==> config.mk <==
export PLATFORM = sky130hd
export DESIGN_NAME = qgs_back_flat
export DESIGN_NICKNAME = d
export VERILOG_FILES = /design/src/design/qgs_pkg.sv /design/src/design/qgs_if.sv /design/src/design/qgs_back.sv /design/src/flat_wrapper.sv
export SDC_FILE = /design/constraint.sdc
export NUM_CORES = 1
export LEC_CHECK = 0
export BUFFER_PORTS_ARGS = -buffer_cell sky130_fd_sc_hd__buf_4
export CAP_MARGIN = 15
export CORE_AREA = 2 2 286 288
export CTS_CLUSTER_DIAMETER = 50
export DETAILED_ROUTE_END_ITERATION = 16
export DIE_AREA = 0 0 288 290
export GPL_ROUTABILITY_DRIVEN = 0
export HOLD_SLACK_MARGIN = 0.06
export PLACE_DENSITY_LB_ADDON = 0.08
export SYNTH_ARGS = -nofsm -noshare
export SYNTH_HDL_FRONTEND = slang
export SYNTH_SLANG_ARGS = --single-unit
==> constraint.sdc <==
create_clock -name clk -period 47.4 [get_ports clk]
set_input_delay 11.85 -clock clk [delete_from_list [all_inputs] [get_ports clk]]
set_output_delay 11.85 -clock clk [all_outputs]
set_load 0.03 [all_outputs]
==> src/design/qgs_pkg.sv <==
package qgs_pkg;

  localparam int CW            = 24;
  localparam int PPW           = CW + 2;
  localparam int PW            = 2 * CW + 2;
  localparam int MAX_CELLS_DEF = 64;
  localparam int QDEPTH        = 2;

  localparam logic [1:0] REG_ORIGIN_X = 2'd0;
  localparam logic [1:0] REG_ORIGIN_Y = 2'd1;
  localparam logic [1:0] REG_CELL_W   = 2'd2;
  localparam logic [1:0] REG_CELL_H   = 2'd3;

  localparam logic [CW-2:0] CELL_RESET = (CW-1)'(25600);

  typedef struct packed {
    logic                  start;
    logic [CW-1:0]         a;
    logic signed [CW:0]    b;
    logic [CW:0]           e;
  } qgs_mdreq_t;

  typedef struct packed {
    logic                  done;
    logic [CW-1:0]         q;
    logic [CW:0]           r;
  } qgs_mdres_t;

  typedef struct packed {
    logic                  degen;
    logic                  sw;
    logic [2:0]            kind;
    logic [CW-1:0]         ql;
    logic [CW-1:0]         qt;
    logic [CW-1:0]         qr;
    logic [CW-1:0]         qb;
    logic [CW-1:0]         xs;
    logic [CW-1:0]         xe;
    logic [CW-1:0]         ys;
    logic [CW-1:0]         ye;
    logic [CW-1:0]         w;
    logic [CW-1:0]         h;
    logic [CW-2:0]         cw;
    logic [CW-2:0]         ch;
    logic [PPW-1:0]        bx1;
    logic [PPW-1:0]        by1;
    logic [CW-1:0]         q1x;
    logic [CW:0]           r1x;
    logic [CW-1:0]         qsx;
    logic [CW:0]           rsx;
    logic [CW-1:0]         q1y;
    logic [CW:0]           r1y;
    logic [CW-1:0]         qsy;
    logic [CW:0]           rsy;
  } qgs_job_t;

endpackage

==> src/design/qgs_if.sv <==


interface qgs_out_if;
  logic                            valid;
  logic                            ready;
  logic signed [qgs_pkg::CW-1:0]   sub_left;
  logic signed [qgs_pkg::CW-1:0]   sub_top;
  logic signed [qgs_pkg::CW-1:0]   sub_right;
  logic signed [qgs_pkg::CW-1:0]   sub_bottom;
  logic signed [qgs_pkg::CW-1:0]   sub_u_start;
  logic signed [qgs_pkg::CW-1:0]   sub_u_end;
  logic signed [qgs_pkg::CW-1:0]   sub_v_start;
  logic signed [qgs_pkg::CW-1:0]   sub_v_end;
  logic                            sub_uv_swapped;
  logic [2:0]                      sub_kind;
  logic                            last;
  logic                            overflow;

  modport source (output valid, sub_left, sub_top, sub_right, sub_bottom,
                  sub_u_start, sub_u_end, sub_v_start, sub_v_end,
                  sub_uv_swapped, sub_kind, last, overflow, input ready);
  modport sink (input valid, sub_left, sub_top, sub_right, sub_bottom,
                sub_u_start, sub_u_end, sub_v_start, sub_v_end,
                sub_uv_swapped, sub_kind, last, overflow, output ready);
endinterface

==> src/design/qgs_back.sv <==
// Walks one job's cells, one sub-quad per cycle unless the output stalls;
// each axis steps its texture value with a quotient/remainder accumulator.
module qgs_back #(
  parameter int MAX_CELLS = qgs_pkg::MAX_CELLS_DEF
) (
  input  logic              clk,
  input  logic              rst_n,
  input  qgs_pkg::qgs_job_t job,
  input  logic              empty,
  output logic              pop,
  qgs_out_if.source         out_if
);

  localparam int CW  = qgs_pkg::CW;
  localparam int PPW = qgs_pkg::PPW;
  localparam int NW  = (MAX_CELLS > 1) ? $clog2(MAX_CELLS) : 1;

  logic            busy_r, ov_r;
  logic [NW-1:0]   n_r;
  logic [PPW-1:0]  xpos_r, ypos_r;
  logic [CW-1:0]   xdq_r, ydq_r, x0_r, y0_r, xv0_r, yv0_r;
  logic [CW:0]     xdr_r, ydr_r;

  logic [CW-1:0]   o_l_r, o_t_r, o_r_r, o_b_r, o_us_r, o_ue_r, o_vs_r, o_ve_r;
  logic            o_sw_r, o_last_r, o_ovf_r;
  logic [2:0]      o_kind_r;

  logic            xlast, ylast, nat_last, cap, fin, emit;
  logic [CW-1:0]   x1, y1, xv1, yv1;
  logic [CW+1:0]   xsum, ysum;
  logic            xwrap, ywrap;

  assign xlast    = job.degen ||
                    ($signed(xpos_r) >= $signed({{2{job.qr[CW-1]}}, job.qr}));
  assign ylast    = job.degen ||
                    ($signed(ypos_r) >= $signed({{2{job.qb[CW-1]}}, job.qb}));
  assign x1       = xlast ? job.qr : xpos_r[CW-1:0];
  assign y1       = ylast ? job.qb : ypos_r[CW-1:0];
  assign xv1      = xlast ? job.xe : job.xs + xdq_r;
  assign yv1      = ylast ? job.ye : job.ys + ydq_r;
  assign nat_last = xlast && ylast;
  assign cap      = (n_r == NW'(MAX_CELLS - 1));
  assign fin      = nat_last || cap;
  assign emit     = busy_r && (!ov_r || out_if.ready);
  assign pop      = emit && fin;

  assign xsum  = {1'b0, xdr_r} + {1'b0, job.rsx};
  assign ysum  = {1'b0, ydr_r} + {1'b0, job.rsy};
  assign xwrap = xsum >= {2'b00, job.w};
  assign ywrap = ysum >= {2'b00, job.h};

  assign out_if.valid          = ov_r;
  assign out_if.sub_left       = o_l_r;
  assign out_if.sub_top        = o_t_r;
  assign out_if.sub_right      = o_r_r;
  assign out_if.sub_bottom     = o_b_r;
  assign out_if.sub_u_start    = o_us_r;
  assign out_if.sub_u_end      = o_ue_r;
  assign out_if.sub_v_start    = o_vs_r;
  assign out_if.sub_v_end      = o_ve_r;
  assign out_if.sub_uv_swapped = o_sw_r;
  assign out_if.sub_kind       = o_kind_r;
  assign out_if.last           = o_last_r;
  assign out_if.overflow       = o_ovf_r;

  always_ff @(posedge clk) begin
    if (!rst_n) begin
      busy_r <= 1'b0;
      ov_r   <= 1'b0;
      n_r    <= '0;
    end else begin
      if (emit) begin
        ov_r <= 1'b1;
        n_r  <= n_r + 1'b1;
        if (fin) begin
          busy_r <= 1'b0;
        end
      end else if (out_if.ready) begin
        ov_r <= 1'b0;
      end
      if (!busy_r && !empty) begin
        busy_r <= 1'b1;
        n_r    <= '0;
      end
    end

    if (!busy_r && !empty) begin
      x0_r   <= job.ql;
      xv0_r  <= job.xs;
      xpos_r <= job.bx1;
      xdq_r  <= job.q1x;
      xdr_r  <= job.r1x;
      y0_r   <= job.qt;
      yv0_r  <= job.ys;
      ypos_r <= job.by1;
      ydq_r  <= job.q1y;
      ydr_r  <= job.r1y;
    end else if (emit && !fin) begin
      if (xlast) begin
        // Start the next row: x restarts, y moves down one boundary.
        x0_r   <= job.ql;
        xv0_r  <= job.xs;
        xpos_r <= job.bx1;
        xdq_r  <= job.q1x;
        xdr_r  <= job.r1x;
        y0_r   <= ypos_r[CW-1:0];
        yv0_r  <= job.ys + ydq_r;
        ypos_r <= ypos_r + {3'b000, job.ch};
        ydq_r  <= ydq_r + job.qsy + CW'(ywrap);
        ydr_r  <= ywrap ? (CW+1)'(ysum - {2'b00, job.h}) : ysum[CW:0];
      end else begin
        x0_r   <= xpos_r[CW-1:0];
        xv0_r  <= job.xs + xdq_r;
        xpos_r <= xpos_r + {3'b000, job.cw};
        xdq_r  <= xdq_r + job.qsx + CW'(xwrap);
        xdr_r  <= xwrap ? (CW+1)'(xsum - {2'b00, job.w}) : xsum[CW:0];
      end
    end

    if (emit) begin
      o_l_r    <= x0_r;
      o_t_r    <= y0_r;
      o_r_r    <= x1;
      o_b_r    <= y1;
      o_us_r   <= job.sw ? yv0_r : xv0_r;
      o_ue_r   <= job.sw ? yv1 : xv1;
      o_vs_r   <= job.sw ? xv0_r : yv0_r;
      o_ve_r   <= job.sw ? xv1 : yv1;
      o_sw_r   <= job.sw;
      o_kind_r <= job.kind;
      o_last_r <= fin;
      o_ovf_r  <= cap && !nat_last;
    end
  end

endmodule

==> src/flat_wrapper.sv <==
// flat-port wrapper written by rule: the top's interface ports become plain ports
module qgs_back_flat 
#(
  parameter int MAX_CELLS = qgs_pkg::MAX_CELLS_DEF
)
  (clk, rst_n, job, empty, pop, out_if_valid, out_if_sub_left, out_if_sub_top, out_if_sub_right, out_if_sub_bottom, out_if_sub_u_start, out_if_sub_u_end, out_if_sub_v_start, out_if_sub_v_end, out_if_sub_uv_swapped, out_if_sub_kind, out_if_last, out_if_overflow, out_if_ready);
  qgs_out_if out_if_i ();
  input  logic clk;
  input  logic rst_n;
  input  qgs_pkg::qgs_job_t job;
  input  logic empty;
  output logic pop;
  output wire logic [$bits(out_if_i.valid)-1:0] out_if_valid;
  output wire logic [$bits(out_if_i.sub_left)-1:0] out_if_sub_left;
  output wire logic [$bits(out_if_i.sub_top)-1:0] out_if_sub_top;
  output wire logic [$bits(out_if_i.sub_right)-1:0] out_if_sub_right;
  output wire logic [$bits(out_if_i.sub_bottom)-1:0] out_if_sub_bottom;
  output wire logic [$bits(out_if_i.sub_u_start)-1:0] out_if_sub_u_start;
  output wire logic [$bits(out_if_i.sub_u_end)-1:0] out_if_sub_u_end;
  output wire logic [$bits(out_if_i.sub_v_start)-1:0] out_if_sub_v_start;
  output wire logic [$bits(out_if_i.sub_v_end)-1:0] out_if_sub_v_end;
  output wire logic [$bits(out_if_i.sub_uv_swapped)-1:0] out_if_sub_uv_swapped;
  output wire logic [$bits(out_if_i.sub_kind)-1:0] out_if_sub_kind;
  output wire logic [$bits(out_if_i.last)-1:0] out_if_last;
  output wire logic [$bits(out_if_i.overflow)-1:0] out_if_overflow;
  input wire logic [$bits(out_if_i.ready)-1:0] out_if_ready;
  assign out_if_valid = out_if_i.valid;
  assign out_if_sub_left = out_if_i.sub_left;
  assign out_if_sub_top = out_if_i.sub_top;
  assign out_if_sub_right = out_if_i.sub_right;
  assign out_if_sub_bottom = out_if_i.sub_bottom;
  assign out_if_sub_u_start = out_if_i.sub_u_start;
  assign out_if_sub_u_end = out_if_i.sub_u_end;
  assign out_if_sub_v_start = out_if_i.sub_v_start;
  assign out_if_sub_v_end = out_if_i.sub_v_end;
  assign out_if_sub_uv_swapped = out_if_i.sub_uv_swapped;
  assign out_if_sub_kind = out_if_i.sub_kind;
  assign out_if_last = out_if_i.last;
  assign out_if_overflow = out_if_i.overflow;
  assign out_if_i.ready = out_if_ready;
  qgs_back #(.MAX_CELLS(MAX_CELLS)) u_core (.clk(clk), .rst_n(rst_n), .job(job), .empty(empty), .pop(pop), .out_if(out_if_i));
endmodule
* Yosys cells after proc, flatten, opt, wreduce, memory -nomap -nowiden *
Index checks and enable logic that the tools add are counted.

word-level totals
  logic and storage cells = 112
  output and inout bits = 200
  bits in registers = 452
  bits of input ports = 543

cells by class
  bitwise operators = 1
  muxes and demuxes = 45
  $lt $le $gt $ge = 4
  $add $sub $neg = 13
  reductions and logical operators = 23
  equal/unequal tests = 1

operator list
  cell                   number
  $mux W24               26
  $mux W25               8
  $mux W26               6
  $ge A26 B24 Y1         4
  $add A24 B24 Y24       4
  $add A25 B25 Y26       2
  $add A26 B23 Y26       2
  $sub A25 B24 Y25       2
  $add A24 B1 Y24        2
  $reduce_bool A2 Y1     5
  $add A6 B1 Y6 const B  1
  $eq A6 B6 Y1 const B   1
  $logic_and A1 B1 Y1    6
  $logic_not A1 Y1       5
  $mux W1                5
  $logic_or A1 B1 Y1     4
  $reduce_and A2 Y1      2
  $reduce_or A2 Y1       1
  $not A1 Y1             1

* Longest topological paths before layout *
Gate-level depths: netlist (run 1).

  word-level depth = 8
  gate-level depth with buffers = 33
  depth with buffers taken out = 31

* Least setup slack after synthesis (run 1) *
OpenSTA, ideal clock, no wires.

  path type = input-to-output
  from = in out_if_ready
  to = out pop
  arrival = 17.297 ns
  stages on the path = 4
  data required time = 35.550 ns
  slack = 18.253 ns
  buffers on the path = 0
  cell sequence = nand2b_1 nand2_1 clkinv_1 and2_1

on the way
  cells in the longest elaborated chain, start to end = 3

RTL lines
  element              line                text
  start: declaration   flat_wrapper.sv:26  input wire logic [$bits(out_if_i.ready)-1:0] out_if_ready;
  $logic_or A1 B1 Y1   qgs_back.sv:44      assign emit = busy_r && (!ov_r || out_if.ready);
  $logic_and A1 B1 Y1  qgs_back.sv:44
  via u_core.emit      qgs_back.sv:28      logic xlast, ylast, nat_last, cap, fin, emit;
  $logic_and A1 B1 Y1  qgs_back.sv:45      assign pop = emit && fin;
  end: declaration     flat_wrapper.sv:12  output logic pop;

The timed path passes the listed nets, and every way through them passes these cells.

* Worst setup path after layout (run 1) *
  from = in job[461] (netlist name)
  to = out pop

on the way
  cells in the longest elaborated chain, start to end = 5

RTL lines
  element              line                text
  start: declaration   flat_wrapper.sv:10  input qgs_pkg::qgs_job_t job;
  $ge A26 B24 Y1       qgs_back.sv:36      ($signed(ypos_r) >= $signed({{2{job.qb[CW-1]}}, job.qb}));
  $logic_or A1 B1 Y1   qgs_back.sv:35      assign ylast = job.degen ||
  $logic_and A1 B1 Y1  qgs_back.sv:41      assign nat_last = xlast && ylast;
  $logic_or A1 B1 Y1   qgs_back.sv:43      assign fin = nat_last || cap;
  via u_core.fin       qgs_back.sv:28
  $logic_and A1 B1 Y1  qgs_back.sv:45

The timed path passes the listed nets, and every way through them passes these cells.

==> summary.md, run 1 <==
| Metric | Value |
|---|---|
| Y dimension of the die | just under 300 µm |
| Number of top-level pins | 743 |
| Syn Area/Cell | 10.0 µm² |
| Max Root-Sink Buffers | 3 |
| Via count of the first global-routing pass | 26700 |
| Input/output buffers | 742 |
| Number of distinct standard cells referenced by the synthesized netlist | 84 |
| Global routing usage summed across all routing layers | 0.258 |
| Syn-to-layout area delta | 29.0% |
| Worst path buffer plus inverter count | 4 |
| Kind of start point of the critical path | input port |
| Gate Count Post-Synth | 3162 |
| Via density | 5.32 |
| Part of the Yosys area used for sequential elements | 0.425 |
| Slowest cell delay on critical path | 0.79 ns |
| Setup WS post-layout | 19.91 ns |
| Leakage Power | 18.1 nW |
| Fin. max-slew vios | 0 |
| Finish-stage setup viols | 0 |
| Total Die Area | ~84000 µm² |
| Number of synthesized register bits | ~450 |
| Clk_skew | 0.0325 ns |
| Die extent in x | around 290 µm |
| First-pass GRT wire length | between 150000 and 200000 µm |
| Starting Density | 0.396 |
| Total length of routed wires | 111000 µm |
| Count of instances resized after the clock tree is built | 0 |
| Achievable Freq | 0.0364 GHz |
| Average routed wire per standard cell | 22.0 µm |
| Antenna violations before repair | 32 |
| Maximum capacitance violations | 0 |
| Number of H-tree levels | 3 |
| Net count after synthesis | approximately 4000 |
| Detailed router's first-iteration violation count | 1573 |
| Synthesis Warnings | 0 |
| Post-synth design cell area | 31800 µm² |
| Top area cells in the synthesized netlist | edfxtp_1 42%, ha_1 11%, mux2_2 4.7%, nand2_1 4.7%, o21ai_0 3.9% |
| Chain of cells forming the critical path | buf_4, inv_1, ha_1, nand4_1, or2_2, nor3_1, o21ai_0, a221o_1, nand4_1, mux2i_4, buf_4, o21ai_0, and2_1, buf_4 |
| Worst setup path class | input port to primary output |
| Core ar. | 80200 µm² |
| Clock-pin slew of the registers on the worst-case setup and hold paths | approximately 0.060 ns |
| Number of sinks handled by clock tree synthesis | 452 |
| Largest delay share family, worst path | simple AND/OR/NAND/NOR gates |
| Async set or reset register ratio after synthesis | 0 |
| Layout net count | 4745 |
| Vias | approximately 27000 |
| Most prevalent standard cell on the critical path | buf_4 |
| Count of TritonRoute iterations in the first routing pass | 5 |
| Worst Setup End Kind | primary output |
| Unrepaired setup endpoints after global routing | no |
| Setup slack of the worst register-to-register path | 38.42 ns |
| Flip-flop cell with the highest count after synthesis | edfxtp_1 |
| Fraction of final layout cells with drive strength greater than 1 | 0.263 |
| Critical-path maximum fanout | 26 |
| Tcrit/Tclk final | 0.580 |
| Cell at the root of the clock tree | clkbuf_16 |
| Cell type with the highest aggregate area in the netlist | edfxtp_1 |
| Data arrival, critical path | roughly 16 ns |
| Floorplan row count | 104 |
| Buffers inserted by post-CTS timing repair | 0 |
| Number of routed nets with antenna violations | 0 |
| Clock tree from TritonCTS | yes |
| Total power density per cell area | ~56 nW/µm² |
| Number of enable flip-flop cells after synthesis | between 400 and 500 |
| Worst Tran Pin Value | 1.04 ns |
| Placement Setup Slack | approximately 20 ns |
| Endpoints failing hold | 0 |
| Final critical delay including setup and external delays | 27.49 ns |
| Run status | finished clean |
| Number of non-filler instances in the completed layout | 5037 |
| Number of buffers inserted during clock tree synthesis | 73 |
| Critical path data required time | about 36 ns |
| Slew headroom | 0.308 |
| Post-cts hold buffer count | 0 |
| Maximum VDD drop | 0.0312 mV |
| Sum of overflow across all layers after global routing | 0 |
| DRC Markers | 0 |
| Maximum number of pins on one net before global-route repair | 90 |
| Number of placed instances with taps included | roughly 5000 |
| Final core utilization | 0.511 |
| Slowest CP cell | o21ai_0 |
| Share of Yosys cell area claimed by the top area cell type | 0.420 |
| Post-DP HPWL | about 88000 µm |
| Class of the worst hold path | flop to flop |
| Skew-Pair Late Insertion Delay | 0.61 ns |
| Setup_tns | 0 ns |
## path summary, 6_finish.rpt
check,start,endpoint,cells after the start
worst max register to register,u_core.ydr_r[0],u_core.ydq_r[20],29
worst min-delay path,u_core.x0_r[5],u_core.out_if.sub_left[5],0
worst max-delay path,job[461],pop,14
worst min register to register,u_core.x0_r[5],u_core.out_if.sub_left[5],0
## placed cells by master (no fill, tap or decap), types with 9 or more instances in the layout
| master | n |
|---|---|
| a21o_1 | 104 |
| o31ai_1 | 18 |
| nand3_1 | 47 |
| inv_1 | 173 |
| buf_4 | 759 |
| mux2_2 | 132 |
| nand4_1 | 28 |
| nor2_1 | 197 |
| fa_1 | 12 |
| clkbuf_16 | 76 |
| o21ai_1 | 12 |
| edfxtp_1 | 444 |
| inv_6 | 9 |
| o211ai_1 | 13 |
| nor3_1 | 38 |
| a21oi_1 | 235 |
| diode_2 | 19 |
| a221oi_1 | 9 |
| nor2b_1 | 31 |
| nand2b_1 | 33 |
| or2_2 | 9 |
| ha_1 | 287 |
| a211o_1 | 9 |
| o21a_1 | 44 |
| xor2_1 | 86 |
| xnor2_1 | 110 |
| o21bai_1 | 16 |
| and2_1 | 19 |
| a211oi_1 | 25 |
| o21ai_0 | 245 |
| mux2i_1 | 101 |
| a31oi_1 | 29 |
| or3_1 | 19 |
| nand2_1 | 393 |
| and3_1 | 19 |
## cells by family after synthesis
kind of cell / synth area share
flops: 0.425
simple gates: 0.123
buf+inv: 0.0335
xor+xnor: 0.0540
compound gates: 0.165
mux: 0.0789
fa+ha+maj: 0.121
## layer usage
layer  GRT usage  share of wire  vias up
met5           0         0.0015        -
li1            -              -    13200
met2       0.422           0.47      833
met4       0.133          0.050       26
met3      0.0755          0.081      233
met1       0.307           0.40    12500
## sequential cells by signal, indices dropped and copies added (netlist names), 3 cells and up
signal	cells
u_core.xpos_r	26
u_core.y0_r	24
u_core.ypos_r	26
u_core.out_if.sub_bottom	24
u_core.out_if.sub_top	24
u_core.ydr_r	25
u_core.out_if.sub_v_end	24
u_core.xdr_r	25
u_core.out_if.sub_right	24
u_core.out_if.sub_left	24
u_core.yv0_r	24
u_core.x0_r	24
u_core.xdq_r	24
u_core.out_if.sub_u_end	24
u_core.xv0_r	24
u_core.n_r	6
u_core.out_if.sub_v_start	24
u_core.out_if.sub_kind	3
u_core.ydq_r	24
u_core.out_if.sub_u_start	24
## synthesized netlist by cell type, types with 13 or more instances
cell type	instances
and3_1	20
nand4_1	28
inv_1	173
and2_1	19
xor2_1	86
a21oi_1	235
o21ai_0	246
clkbuf_1	66
a21o_1	104
a31oi_1	29
buf_2	15
o31ai_1	19
o21bai_1	16
ha_1	287
edfxtp_1	444
mux2i_1	102
nand2b_1	33
or3_1	19
mux2_2	132
nand3_1	47
nor3_1	38
nor2_1	198
xnor2_1	110
o21a_1	44
o211ai_1	13
nor2b_1	31
a211oi_1	25
nand2_1	395
## cell type report
type | count | area (µm²)
Clock inverter | 47 | 533
Fill cell | 7649 | 39200
Sequential cell | 452 | 13500
Tap cell | 1060 | 1330
Multi-Input combinational cell | 2442 | 17300
Antenna cell | 19 | 47.5
Clock buffer | 83 | 1930
Inverter | 175 | 669
Timing Repair Buffer | 759 | 5700
## report_power, final
part	total (mW)	leakage, nW	switching [mW]	internal, mW
sequential	0.611	4.31	0.0466	0.564
combinational	1.12	12.6	0.653	0.470
clock	0.546	1.18	0.207	0.340
total	2.28	18.1	0.907	1.37
## metrics by stage
| stage | area, µm² | total power [mW] | hold WS (ns) |
|---|---|---|---|
| global route | 41000 | 2.45 | 0.410 |
| floorplan | 31800 | 1.44 | 0.400 |
| global placement | 38500 | 1.73 | 0.400 |
| CTS | 40900 | 2.29 | 0.400 |
| detailed placement | 38500 | 1.74 | 0.405 |
| finish | 41000 | 2.28 | 0.401 |
(Power assumes the default switching activity.)
==> run 2: changes to the inputs <==
ABC_AREA = 1   (was not set)
CORE_AREA = 2 2 292 294   (was 2 2 286 288)
DIE_AREA = 0 0 294 296   (was 0 0 288 290)
clock period = 28.7 ns   (was 47.4 ns; I/O delays follow)
==> summary.md, run 2 <==
| Metric | Value |
|---|---|
| Part of the Yosys area used for sequential elements | 0.388 (was 0.425) |
| Share of Yosys cell area claimed by the top area cell type | 0.384 (was 0.420) |
| Sum of overflow across all layers after global routing | 0 (unchanged) |
| Final-layout fill cell count | 8437 (was 7649) |
| First-pass GRT wire length | 197000 µm (was 163000 µm) |
| Class of the worst hold path | flop to flop (unchanged) |
| Maximum number of pins on one net before global-route repair | 91 (was 90) |
| Synthesized-area fraction occupied by xor and xnor cells | 0.0383 (was 0.0540) |
| Sequential cell area | 13500 µm² (unchanged) |
| Clock tree from TritonCTS | yes (unchanged) |
| Post-DP HPWL | 109000 µm (was 88000 µm) |
| Syn Area/Cell | 7.62 µm² (was 10.0 µm²) |
| Worst path buffer plus inverter count | 4 (unchanged) |
| Setup WS post-layout | 11.72 ns (was 19.91 ns) |
| Commonest cells in the synthesized netlist | 1286 x nand2_1, 541 x inv_1, 444 x edfxtp_1 (was 444 x edfxtp_1, 395 x nand2_1, 287 x ha_1) |
| Number of routed nets with antenna violations | 0 (unchanged) |
| Starting Density | 0.413 (was 0.396) |
| Number of enable flip-flop cells after synthesis | 444 (unchanged) |
| Skew-Pair Late Insertion Delay | 0.64 ns (was 0.61 ns) |
| Largest delay share family, worst path | simple AND/OR/NAND/NOR gates (unchanged) |
| Final total power | 3.98 mW (was 2.28 mW) |
| Fraction of synthesized area in multiplexers | 0 (was 0.0789) |
| Chain of cells forming the critical path | buf_4, inv_1, ha_1, nand2_1, nor2_2, nand4_2, nor2_1, nand2_1, nand3_1, nand2_1, nand3_2, buf_4, o21ai_0, a21oi_1, buf_4 (was buf_4, inv_1, ha_1, nand4_1, or2_2, nor3_1, o21ai_0, a221o_1, nand4_1, mux2i_4, buf_4, o21ai_0, and2_1, buf_4) |
| Multi-input gate area | 18700 µm² (was 17300 µm²) |
| Count of instances resized after the clock tree is built | 0 (unchanged) |
| Number of synthesized register bits | 452 (unchanged) |
| Net count after synthesis | 5403 (was 4004) |
| Start point of the critical path | job[485] (was job[461]) |
| Leakage Power | 20.9 nW (was 18.1 nW) |
| Buffers inserted by post-CTS timing repair | 0 (unchanged) |
| Synthesized-area fraction occupied by ao, oa, aoi and oai cells | 0.131 (was 0.165) |
| Hold_sp | u_core.y0_r[18] (was u_core.x0_r[5]) |
| Total length of routed wires | 135000 µm (was 111000 µm) |
| Number of H-tree levels | 3 (unchanged) |
| Vias | 34400 (was 26800) |
| Finish-stage setup viols | 0 (unchanged) |
| Tcrit/Tclk final | 0.592 |
| Count of TritonRoute iterations in the first routing pass | 6 (was 5) |
| Clock-pin slew of the registers on the worst-case setup and hold paths | 0.05 ns (was 0.06 ns) |
| Maximum capacitance violations | 0 (unchanged) |
| Post-synth design cell area | 34800 µm² (was 31800 µm²) |
| Floorplan row count | 107 (was 104) |
| Commonest non-fill, non-tap cell in the layout | nand2_1 (was buf_4) |
| Largest family of logic cells by synthesized area | simple AND/OR/NAND/NOR gates (was compound AO/OA/AOI/OAI gates) |
| Core ar. | 84200 µm² (was 80200 µm²) |
| Data arrival, critical path | 9.81 ns (was 15.64 ns) |
| Fin. max-slew vios | 0 (unchanged) |
| Max Root-Sink Buffers | 3 (unchanged) |
| Run status | finished clean (unchanged) |
| Number of sinks handled by clock tree synthesis | 452 (unchanged) |
| Cell at the root of the clock tree | clkbuf_16 (unchanged) |
| Via density | 5.32 (about the same) |
| Syn-to-layout area delta | 26.6% (was 29.0%) |
| Flip-flop cell with the highest count after synthesis | edfxtp_1 (unchanged) |
| Number of distinct standard cells referenced by the synthesized netlist | 49 (was 84) |
| Critical path data required time | 21.52 ns (was 35.55 ns) |
| Simple-gate share of the synthesized area | 0.258 (was 0.123) |
| Post-cts hold buffer count | 0 (unchanged) |
| Cell type with the highest aggregate area in the netlist | edfxtp_1 (unchanged) |
| Y dimension of the die | 296 µm (was 290 µm) |
| Final core utilization | 0.522 (was 0.511) |
| Antenna violations before repair | 23 (was 32) |
| Clk_skew | 0.0271 ns (was 0.0325 ns) |
| Maximum VDD drop | 0.0845 mV (was 0.0312 mV) |
| Commonest non-fill, non-tap cells in the layout | 1285 x nand2_1, 761 x buf_4, 538 x inv_1 (was 759 x buf_4, 444 x edfxtp_1, 393 x nand2_1) |
| Gate Count Post-Synth | 4561 (was 3162) |
| Unrepaired setup endpoints after global routing | no (unchanged) |
| Total power density per cell area | 90.6 nW/µm² (was 55.7 nW/µm²) |
| Input/output buffers | 742 (unchanged) |
| Detailed router's first-iteration violation count | 2605 (was 1573) |
| Slew headroom | 0.275 (was 0.308) |
| Via count of the first global-routing pass | 33000 (was 26700) |
| Achievable Freq | 0.0589 GHz |
| Fraction of final layout cells with drive strength greater than 1 | 0.178 (was 0.263) |
| Endpoints failing hold | 0 (unchanged) |
| Slowest cell delay on critical path | 0.48 ns (was 0.79 ns) |
| Final critical delay including setup and external delays | 16.98 ns |
| Post-synthesis adder-cell area fraction | 0.110 (was 0.121) |
| Setup_tns | 0 ns (unchanged) |
| Origin of the critical flop-to-flop path | u_core.xdr_r[0] (was u_core.ydr_r[0]) |
| DRC Markers | 0 (unchanged) |
| Worst Tran Pin Value | 1.08 ns (was 1.04 ns) |
| Worst Setup End Kind | primary output (unchanged) |
| Number of top-level pins | 743 (unchanged) |
| Global routing usage summed across all routing layers | 0.300 (was 0.258) |
| Total Die Area | 87000 µm² (was 83500 µm²) |
| Kind of start point of the critical path | input port (unchanged) |
| Slowest CP cell | buf_4 (was o21ai_0) |
| Async set or reset register ratio after synthesis | 0 (unchanged) |
| Top area cells in the synthesized netlist | edfxtp_1 38%, nand2_1 14%, ha_1 10%, inv_1 5.8%, o21ai_0 5.5% (was edfxtp_1 42%, ha_1 11%, mux2_2 4.7%, nand2_1 4.7%, o21ai_0 3.9%) |
| Average routed wire per standard cell | 20.8 µm (was 22.0 µm) |
| Critical-path maximum fanout | 38 (was 26) |
| Placement Setup Slack | 11.72 ns (was 19.97 ns) |
| Die extent in x | 294 µm (was 288 µm) |
| Layout net count | 6133 (was 4745) |
| Synthesis Warnings | 0 (unchanged) |
| Biggest registers after layout | u_core.xpos_r x26, u_core.ypos_r x26 (unchanged) |
| Worst setup path class | input port to primary output (unchanged) |
| Number of buffers inserted during clock tree synthesis | 75 (was 73) |
| Most common cell in the netlist | nand2_1 (was edfxtp_1) |
==> run 2: cell types whose count changed after synthesis, sizes merged, moves of 88 or more <==
cell | before | now
mux2 | 132 | 0
a21oi | 236 | 324
mux2i | 102 | 0
nand3 | 47 | 303
nand2 | 395 | 1288
inv | 173 | 544
nor2 | 198 | 371
o21ai | 258 | 396
==> run 2: through the flow <==
| step | hold WS (ns) | cells | area, µm² |
|---|---|---|---|
| after floorplan | 0.400 | 4561 | 34800 |
| after global placement | 0.401 | 6304 | 41400 |
| after CTS | 0.416 | 6444 | 43900 |
| after global routing | 0.422 | 6454 | 44000 |
| final | 0.418 | 6460 | 44000 |
| after detailed placement | 0.405 | 6304 | 41400 |
==> run 2: area by class of cell <==
class / instances / share of cell area
flip-flops and latches: 452 / 0.307
clock inverters: 60 / 0.0156
well taps: 1090 / 0.0310
repair buffers: 761 / 0.130
clock buffers: 80 / 0.0431
multi-input cells: 3457 / 0.426
diodes: 16 / 0.000910
inverters: 544 / 0.0467
==> run 2: final timing paths <==
kind	end	slack, ns	depth (start not counted)
worst max-delay path	pop	11.72	15
worst min-delay path	u_core.out_if.sub_top[18]	0.42	0
worst max register to register	u_core.xdq_r[22]	21.07	30
worst min register to register	u_core.out_if.sub_top[18]	0.42	0
==> run 2: cell families (layout without fill, tap and decap cells) <==
| kind of cell | count (synthesis) | in the layout |
|---|---|---|
| DFF | 452 | 452 |
| xor gates and xnor gates | 152 | 152 |
| adders and majority gates | 299 | 299 |
| and+or+nand+nor | 2159 | 2159 |
| AOI/OAI and AO/OA | 847 | 847 |
| other | 0 | 16 |
| buffers and inverters | 652 | 1445 |
==> run 2: layer usage <==
metal  vias to the layer above  part of all wire  GRT usage
met5                         -            0.0010          0
met4                        20             0.034      0.108
met3                       231             0.084     0.0728
met2                      1280              0.48      0.506
met1                     15900              0.41      0.372
li1                      16900                 -          -
==> run 2: report_power, final <==
part	internal [mW]	switching, mW	leakage (nW)
sequential	0.921	0.0804	4.33
combinational	0.697	1.34	15.4
clock	0.573	0.368	1.25
total	2.19	1.79	20.9
